==> config.mk <==
export PLATFORM = sky130hd
export DESIGN_NAME = sgdm_coef_mul
export DESIGN_NICKNAME = d
export VERILOG_FILES = /design/src/rtl/sgdm_pkg.sv /design/src/rtl/sgdm_coef_mul.sv
export SDC_FILE = /design/constraint.sdc
export NUM_CORES = 1
export LEC_CHECK = 0
export BUFFER_PORTS_ARGS = -buffer_cell sky130_fd_sc_hd__buf_2
export CAP_MARGIN = 30
export CORE_MARGIN = 2
export CORE_UTILIZATION = 40
export CTS_CLUSTER_DIAMETER = 50
export CTS_CLUSTER_SIZE = 24
export DETAILED_ROUTE_END_ITERATION = 8
export RECOVER_POWER = 50
export SLEW_MARGIN = 20
export SYNTH_ARGS = -nofsm -noshare
export SYNTH_HDL_FRONTEND = slang
export SYNTH_SLANG_ARGS = --single-unit
==> constraint.sdc <==
create_clock -name clk -period 20.4 [get_ports clk]
set_input_delay 5.1 -clock clk [delete_from_list [all_inputs] [get_ports clk]]
set_output_delay 5.1 -clock clk [all_outputs]
set_load 0.05 [all_outputs]
==> src/rtl/sgdm_pkg.sv <==
// sgdm_pkg: shared constants, register indexes and helpers for the sgd momentum unit
// no dependencies; used by the coefficient multiplier, the top level and the bench
package sgdm_pkg;

  // coefficients are unsigned Q0.16, one extra bit so that 1.0 fits
  localparam int COEF_BITS = 16;
  localparam int COEF_W    = COEF_BITS + 1;

  typedef logic [COEF_W-1:0] coef_t;

  localparam coef_t COEF_ONE = coef_t'(1) << COEF_BITS;

  // configuration port
  localparam int CFG_IDX_W  = 3;
  localparam int CFG_DATA_W = COEF_W;

  typedef logic [CFG_IDX_W-1:0]  cfg_idx_t;
  typedef logic [CFG_DATA_W-1:0] cfg_data_t;

  // register indexes
  localparam cfg_idx_t REG_LEARNING_RATE = cfg_idx_t'(0);
  localparam cfg_idx_t REG_MOMENTUM      = cfg_idx_t'(1);
  localparam cfg_idx_t REG_DAMPENING     = cfg_idx_t'(2);
  localparam cfg_idx_t REG_DECAY         = cfg_idx_t'(3);
  localparam cfg_idx_t REG_NESTEROV      = cfg_idx_t'(4);

  // register reset values
  localparam coef_t LR_RESET        = coef_t'(655);
  localparam coef_t MOMENTUM_RESET  = coef_t'(0);
  localparam coef_t DAMPENING_RESET = coef_t'(0);
  localparam coef_t DECAY_RESET     = coef_t'(0);

  // anything above 1.0 acts as 1.0
  function automatic coef_t clamp_coef(input coef_t c);
    clamp_coef = (c > COEF_ONE) ? COEF_ONE : c;
  endfunction

endpackage

==> src/rtl/sgdm_coef_mul.sv <==
// sgdm_coef_mul: registered value times Q0.16 coefficient, rounded half up, saturated
// depends on sgdm_pkg
module sgdm_coef_mul #(
  parameter int VALUE_WIDTH = 32
) (
  input  logic                          clk,
  input  logic                          en,
  input  logic signed [VALUE_WIDTH-1:0] val,
  input  sgdm_pkg::coef_t               coef,
  output logic signed [VALUE_WIDTH-1:0] prod
);

  localparam int PW = VALUE_WIDTH + sgdm_pkg::COEF_BITS + 2;
  localparam int SW = PW - sgdm_pkg::COEF_BITS;

  localparam logic signed [PW-1:0] ROUND = PW'(1) << (sgdm_pkg::COEF_BITS - 1);
  localparam logic signed [VALUE_WIDTH-1:0] VMAX = {1'b0, {(VALUE_WIDTH-1){1'b1}}};
  localparam logic signed [VALUE_WIDTH-1:0] VMIN = {1'b1, {(VALUE_WIDTH-1){1'b0}}};

  logic signed [PW-1:0] val_ext;
  logic signed [PW-1:0] coef_ext;
  logic signed [PW-1:0] prod_nxt;
  logic signed [PW-1:0] prod_r;
  logic signed [SW-1:0] shifted;

  // multiply and add the rounding constant
  assign val_ext  = {{(PW-VALUE_WIDTH){val[VALUE_WIDTH-1]}}, val};
  assign coef_ext = {{(PW-sgdm_pkg::COEF_W){1'b0}}, coef};
  assign prod_nxt = PW'(val_ext * coef_ext) + ROUND;

  always_ff @(posedge clk) begin
    if (en) begin
      prod_r <= prod_nxt;
    end
  end

  // floor shift, then saturate to the value width
  assign shifted = prod_r[PW-1:sgdm_pkg::COEF_BITS];

  always_comb begin
    if (shifted[SW-1:VALUE_WIDTH-1] == '0 || shifted[SW-1:VALUE_WIDTH-1] == '1) begin
      prod = shifted[VALUE_WIDTH-1:0];
    end else if (shifted[SW-1]) begin
      prod = VMIN;
    end else begin
      prod = VMAX;
    end
  end

endmodule

# == Yosys cells after proc, flatten, opt, wreduce, memory -nomap -nowiden ==
# Index checks and enable logic that the tools add are counted.
# W data, S select, Z words.
# word_totals
register_bits,50
output_inout_bits,32
word_cells,8
# classes
n_addsub,1
multipliers,1
eq_ne,1
mux,2
n_reduce_logical,2
# ops
op,count
$mux W32,2
$add A50 B17 Y50 const B,1
$mul A32 B18 Y50,1
$eq A3 B3 Y1 const B,1
$logic_not A3 Y1,1
$logic_or A1 B1 Y1,1

# == Logic depth before layout (Yosys ltp) ==
# Gate-level depths: netlist of the first run.
# logic_depth
word_depth,3
mapped_depth,26
depth_no_buf,24

# == Worst setup path after synthesis of the first run ==
# No wires, ideal clock.
# synth_path
kind,input-to-reg
from,input val[31]
to,"register prod_r[42], data pin"
setup_ns,0.259
arrival_time_ns,10.914
setup_slack_ns,9.227
stages,23
path_cell_list,clkbuf_1 -> clkbuf_1 -> nand2_1 -> fa_1 -> inv_1 -> fa_1 -> inv_1 -> fa_1 -> inv_1 -> fa_1 -> fa_1 -> inv_1 -> fa_1 -> inv_1 -> ha_1 -> a21o_1 -> a21o_1 -> nand2_1 -> o21ai_0 -> or3_2 -> a31o_2 -> a21o_1 -> xor2_1
# synth_via
elab_chain_len,2
# synth_rtl
element,line_no,source
from (decl),sgdm_coef_mul.sv:8,"input logic signed [VALUE_WIDTH-1:0] val,"
$mul A32 B18 Y50,sgdm_coef_mul.sv:29,assign prod_nxt = PW'(val_ext * coef_ext) + ROUND;
$add A50 B17 Y50,sgdm_coef_mul.sv:29,
via prod_nxt[42],sgdm_coef_mul.sv:22,logic signed [PW-1:0] prod_nxt;
to (signal assigned),sgdm_coef_mul.sv:33,prod_r <= prod_nxt;
to (decl),sgdm_coef_mul.sv:23,logic signed [PW-1:0] prod_r;
# The timed path passes the listed nets, and every way through them passes these cells.
# A chain may end at the register's enable or synchronous reset.

# == Worst setup path after layout of the first run ==
# layout_path
from,input coef[6]
to,"register prod_r[42], data pin"
# layout_via
elab_chain_len,2
# layout_rtl
element,line_no,source
from (decl),sgdm_coef_mul.sv:9,"input sgdm_pkg::coef_t coef,"
$mul A32 B18 Y50,sgdm_coef_mul.sv:29,
$add A50 B17 Y50,sgdm_coef_mul.sv:29,
via prod_nxt[42],sgdm_coef_mul.sv:22,
# The timed path passes the listed nets, and every way through them passes these cells.

==> metrics.txt, run 1 <==
drt total wl 49100 um; run status finished with violations; Critical Path Max Stage Delay 610 ps; Syn Area/Cell 9.369 sq um; CTS tree built; Post-Synthesis Cells 2161; Crit Path Class in -> reg; Peak Freq 84.49 MHz; Global Route Usage Sum 20.36%; num rows 82; clock buffer depth 2; critical path endpoint category flip-flop; First-pass DRT Iterations 5; Port-buffer cells 82; io pins 83; worst-path cell chain buf_2, nand2_1, fa_1, fa_1, inv_1, fa_1, inv_1, fa_1, fa_1, fa_1, inv_1, ha_1, a21oi_1, o21ai_0, o41ai_1, and3_1, a211oi_4, or3_2, a31o_2, a21o_1, xor2_1; global-route wire length before repair 84050 um; die width 229.0 um; chip height 229.0 um; Non-Filler Instances 2835; antenna violations before repair 1; WL/cell 17.32 um; delay-heaviest family, CP adder cells; Final Util 42.63%; synthesized area 20250 sq um; RePlAce Congestion 0.8185; DPL Wire Length 39930 um; post-CTS setup buffer count 0; share of post-route cells with drive strength above 1 4.253%; NumNets Final 2880; Top reg by flops prod_r; sink of the worst hold path prod_r[16]; crit path max fanout 32; biggest regs prod_r x34; Worst Path Buf+Inv 4; drt drc 0; Yosys cell types 52; Starting Density 40.44%; largest net degree at the start of global routing 33; Final setup viols 0; routed vias/inst 4.836; Worst path slowest cell and3_1; Slew HR -22.78%; Synth async-reset ratio 0%; Yosys warning count 0; sequential cell area 1021 sq um; worst hold start en; Hold/Removal Path Class in -> reg; fin crit share 58.02%; CP Data Required Time 20490 ps; synth-to-layout area growth 5.426%; # diodes 0; GR Overflow Total 0; Routed Antenna Nets 0; DRT iter0 DRCs 589; CP most frequent cell fa_1; CTS Sinks 34; number of buffers created by CTS 5; Worst-path clk slew 80 ps; H-tree Lvls 2; Hold Vio Cnt, Final 0; Vias 13711; placed cell count 2827; failing checks capacitance limit, slew limit; EDFF count, synth 34; Slew @ Worst Pin 1825 ps; max reg flops 34; Max Slew Vio Count 36; vias in the first global route 15952; area of the multi-input gates 16760 sq um; # fillers 5010; Startpoint Class input port; Final TNS setup 0 ps; #FFs+latches synth 34; Synth Flop Type edfxtp_1; sequential-to-total area share from yosys stat 5.043%; hold_buf cts 0; Arr. time, crit path 11920 ps; RSZ-0062 raised after global routing false; Max-cap violations 2; Final Critical Period 11840 ps; Core Box Area 50070 sq um; hold path depth 1; die area 52430 sq um; CTS root buffer clkbuf_16; post-CTS sizing 0; Post-Synthesis Net Count 2879
through the flow:
stage / hold slack (ps) / worst slack, ps / instance area, sq um
after floorplan: 5213 / 9227 / 20250
after global placement: 5760 / 8300 / 21170
after detailed placement: 5609 / 8201 / 21220
after CTS: 5242 / 8579 / 21410
after global routing: 5580 / 8286 / 21340
final: 5525 / 8565 / 21340
placed cells by master (no fill, tap or decap), types with 4 or more instances in the layout:
cell type | Yosys | final
inv_1 | 562 | 562
xnor2_1 | 21 | 21
o21a_1 | 5 | 5
clkbuf_1 | 90 | 17
nand4_1 | 5 | 5
o21bai_1 | 4 | 4
o21ai_0 | 19 | 19
fa_1 | 520 | 520
a21oi_1 | 31 | 31
nand3_1 | 6 | 6
nand2_1 | 195 | 195
nor3_1 | 5 | 5
ha_1 | 147 | 147
clkbuf_16 | 0 | 5
a21o_1 | 14 | 14
edfxtp_1 | 34 | 34
nor2_1 | 75 | 74
xor2_1 | 15 | 15
buf_2 | 0 | 67
and2_1 | 368 | 368
layout make-up:
| cell class | instances | share of cell area (%) |
|---|---|---|
| sequential | 34 | 4.783 |
| timing repair buffer | 86 | 1.940 |
| clock buffer | 5 | 0.5862 |
| multi-input combinational | 1473 | 78.54 |
| clock inverter | 3 | 0.3224 |
| inverter | 562 | 9.883 |
| tap | 672 | 3.939 |
routing by layer:
layer  up-vias  track usage [%]  wire length, um
met5         -                0                0
met4         0            4.525              895
met3        60            3.113             2249
met2       292            35.19            24130
met1      7167            27.05            21830
li1       6192                -                -
cell usage after synthesis (all sizes together) (3+ instances only):
cell | count | share of area [%]
xnor2 | 21 | 0.91
nand2 | 195 | 3.6
a211oi | 5 | 0.32
nand4 | 6 | 0.22
fa | 520 | 51
nor2 | 75 | 1.4
edfxtp | 34 | 5.0
and3 | 4 | 0.13
o21a | 5 | 0.19
inv | 562 | 10
o21ai | 19 | 0.47
nand3 | 6 | 0.15
o2111ai | 3 | 0.16
a21oi | 31 | 0.77
and2 | 368 | 11
xor2 | 15 | 0.65
nor3 | 6 | 0.17
clkbuf | 90 | 1.7
nand2b | 3 | 0.093
o21bai | 4 | 0.15
a21o | 15 | 0.56
ha | 147 | 9.1
cell families (layout without fill, tap and decap cells):
| kind of cell | Yosys count | count (layout) | share of synthesized area, % |
|---|---|---|---|
| DFF | 34 | 34 | 5.043 |
| AOI/OAI and AO/OA | 98 | 98 | 3.269 |
| buffers and inverters | 654 | 656 | 12.16 |
| adders and majority gates | 667 | 667 | 60.50 |
| xor gates and xnor gates | 36 | 36 | 1.557 |
| and+or+nand+nor | 672 | 672 | 17.47 |
how the worst max path moves through the flow:
stage,start,slack [ps],to,depth (start not counted)
after CTS,coef[6],8580,prod_r[42],21
after global routing,coef[9],8290,prod_r[42],23
after global placement,coef[9],8300,prod_r[42],23
final,coef[6],8560,prod_r[42],21
after floorplan,val[31],9230,prod_r[42],23
after detailed placement,coef[9],8200,prod_r[42],21
Power of run 1 is left out: the tool's default activity adds up to more than one toggle a clock period on the data nets, which glitch-free logic cannot reach.
==> run 2: changes to the inputs <==
==> constraint.sdc (replaced) <==
create_clock -name clk -period 12.4 [get_ports clk]
set_input_delay 3.1 -clock clk [delete_from_list [all_inputs] [get_ports clk]]
set_output_delay 3.1 -clock clk [all_outputs]
set_load 0.05 [all_outputs]
==> metrics.txt, run 2 (synthesis results as in run 1) <==
NumNets Final 2880; Worst-path clk slew 80 ps; vias in the first global route 16030; CP Data Required Time 12490 ps; Crit Path Class in -> reg; antenna violations before repair 1; hold_ws 3511 ps; Startpoint Class input port; post-CTS sizing 0; critical path endpoint category flip-flop; Max Slew Vio Count 36; Non-Filler Instances 2836; WL/cell 17.44 um; Peak Freq 101.6 MHz; sink of the worst hold path prod_r[16]; worst hold start en; drt total wl 49470 um; largest net degree at the start of global routing 33; max reg flops 34; chip height 229.0 um; run status finished with violations; hold_buf cts 0; post-CTS setup buffer count 0; Routed Antenna Nets 0; biggest regs prod_r x34; Starting Density 40.44%; Port-buffer cells 82; synth-to-layout area growth 5.438%; CTS root buffer clkbuf_16; Global Route Usage Sum 20.56%; Core Box Area 50070 sq um; DP Area 21220 sq um; DRT iter0 DRCs 585; GR Overflow Total 0; num rows 82; # fillers 5006; most common cell after layout, fill and taps aside inv_1; most frequent cells in the layout 562 x inv_1, 520 x fa_1, 368 x and2_1; Max-cap violations 2; Hold Vio Cnt, Final 0; H-tree Lvls 2; crit path max fanout 32; First-pass DRT Iterations 5; Final Critical Period 9845 ps; DPL Wire Length 40000 um; Vias 13802; Hold/Removal Path Class in -> reg; placed cell count 2827; clock buffer depth 2; sequential cell area 1021 sq um; CTS Sinks 34; fin crit share 79.39%; Top reg by flops prod_r; io pins 83; share of post-route cells with drive strength above 1 4.253%; CTS tree built; Final TNS setup 0 ps; die area 52430 sq um; global-route wire length before repair 84900 um; Arr. time, crit path 9940 ps; Slew HR -27.85%; RSZ-0062 raised after global routing false; drt drc 0; routed vias/inst 4.867; RePlAce Congestion 0.8185; number of buffers created by CTS 5; area of the multi-input gates 16760 sq um; failing checks capacitance limit, slew limit; Final setup viols 0; fin area 21350 sq um; die width 229.0 um; Slew @ Worst Pin 1901 ps; hold path depth 1
run 2: cell types whose count changed in the layout (fill, tap and decap cells not counted), sizes merged:
cell,change
diode,+1
run 2: worst max path at each step:
| stage | slack (ps) | to | startpoint |
|---|---|---|---|
| 6_report | 2560 | prod_r[42] | coef[6] |
| 5_1_grt | 2240 | prod_r[42] | coef[9] |
| 4_1_cts | 2570 | prod_r[42] | coef[9] |
| 3_5_place_dp | 2200 | prod_r[42] | coef[9] |
| 3_3_place_gp | 2300 | prod_r[42] | coef[9] |
| 2_1_floorplan | 3230 | prod_r[42] | val[31] |
run 2: metal layers:
layer	global-route usage, %	up-vias	part of all wire (%)
met5	0	-	0
met4	5.053	0	2.2
met3	3.013	64	4.5
met2	35.22	267	49
met1	27.49	7275	45
li1	-	6196	-
run 2: worst max-delay path: stages:
cell and delay [ps]:
buf_2 560, nand2_1 170, fa_1 530, fa_1 490, inv_1 50, fa_1 490, inv_1 60, fa_1 550
fa_1 430, fa_1 490, inv_1 40, ha_1 320, a21oi_1 160, o21ai_0 150, o41ai_1 370, and3_1 630
a211oi_4 170, or3_2 530, a31o_2 280, a21o_1 180, xor2_1 140
run 2: per-stage QoR:
stage               utilization (%)  setup slack (ps)
floorplan                         -              3227
global placement              42.29              2300
detailed placement            42.38              2196
CTS                           42.77              2573
global route                  42.63              2239
finish                        42.64              2555
run 2: area by class of cell:
class                      count  area share (%)
tap                          672           3.939
inverter                     562           9.882
clock inverter                 3          0.3224
clock buffer                   5          0.5861
timing repair buffer          86           1.940
antenna                        1         0.01172
multi-input combinational   1473           78.54
sequential                    34           4.783
Power of run 2 is left out for the same reason.
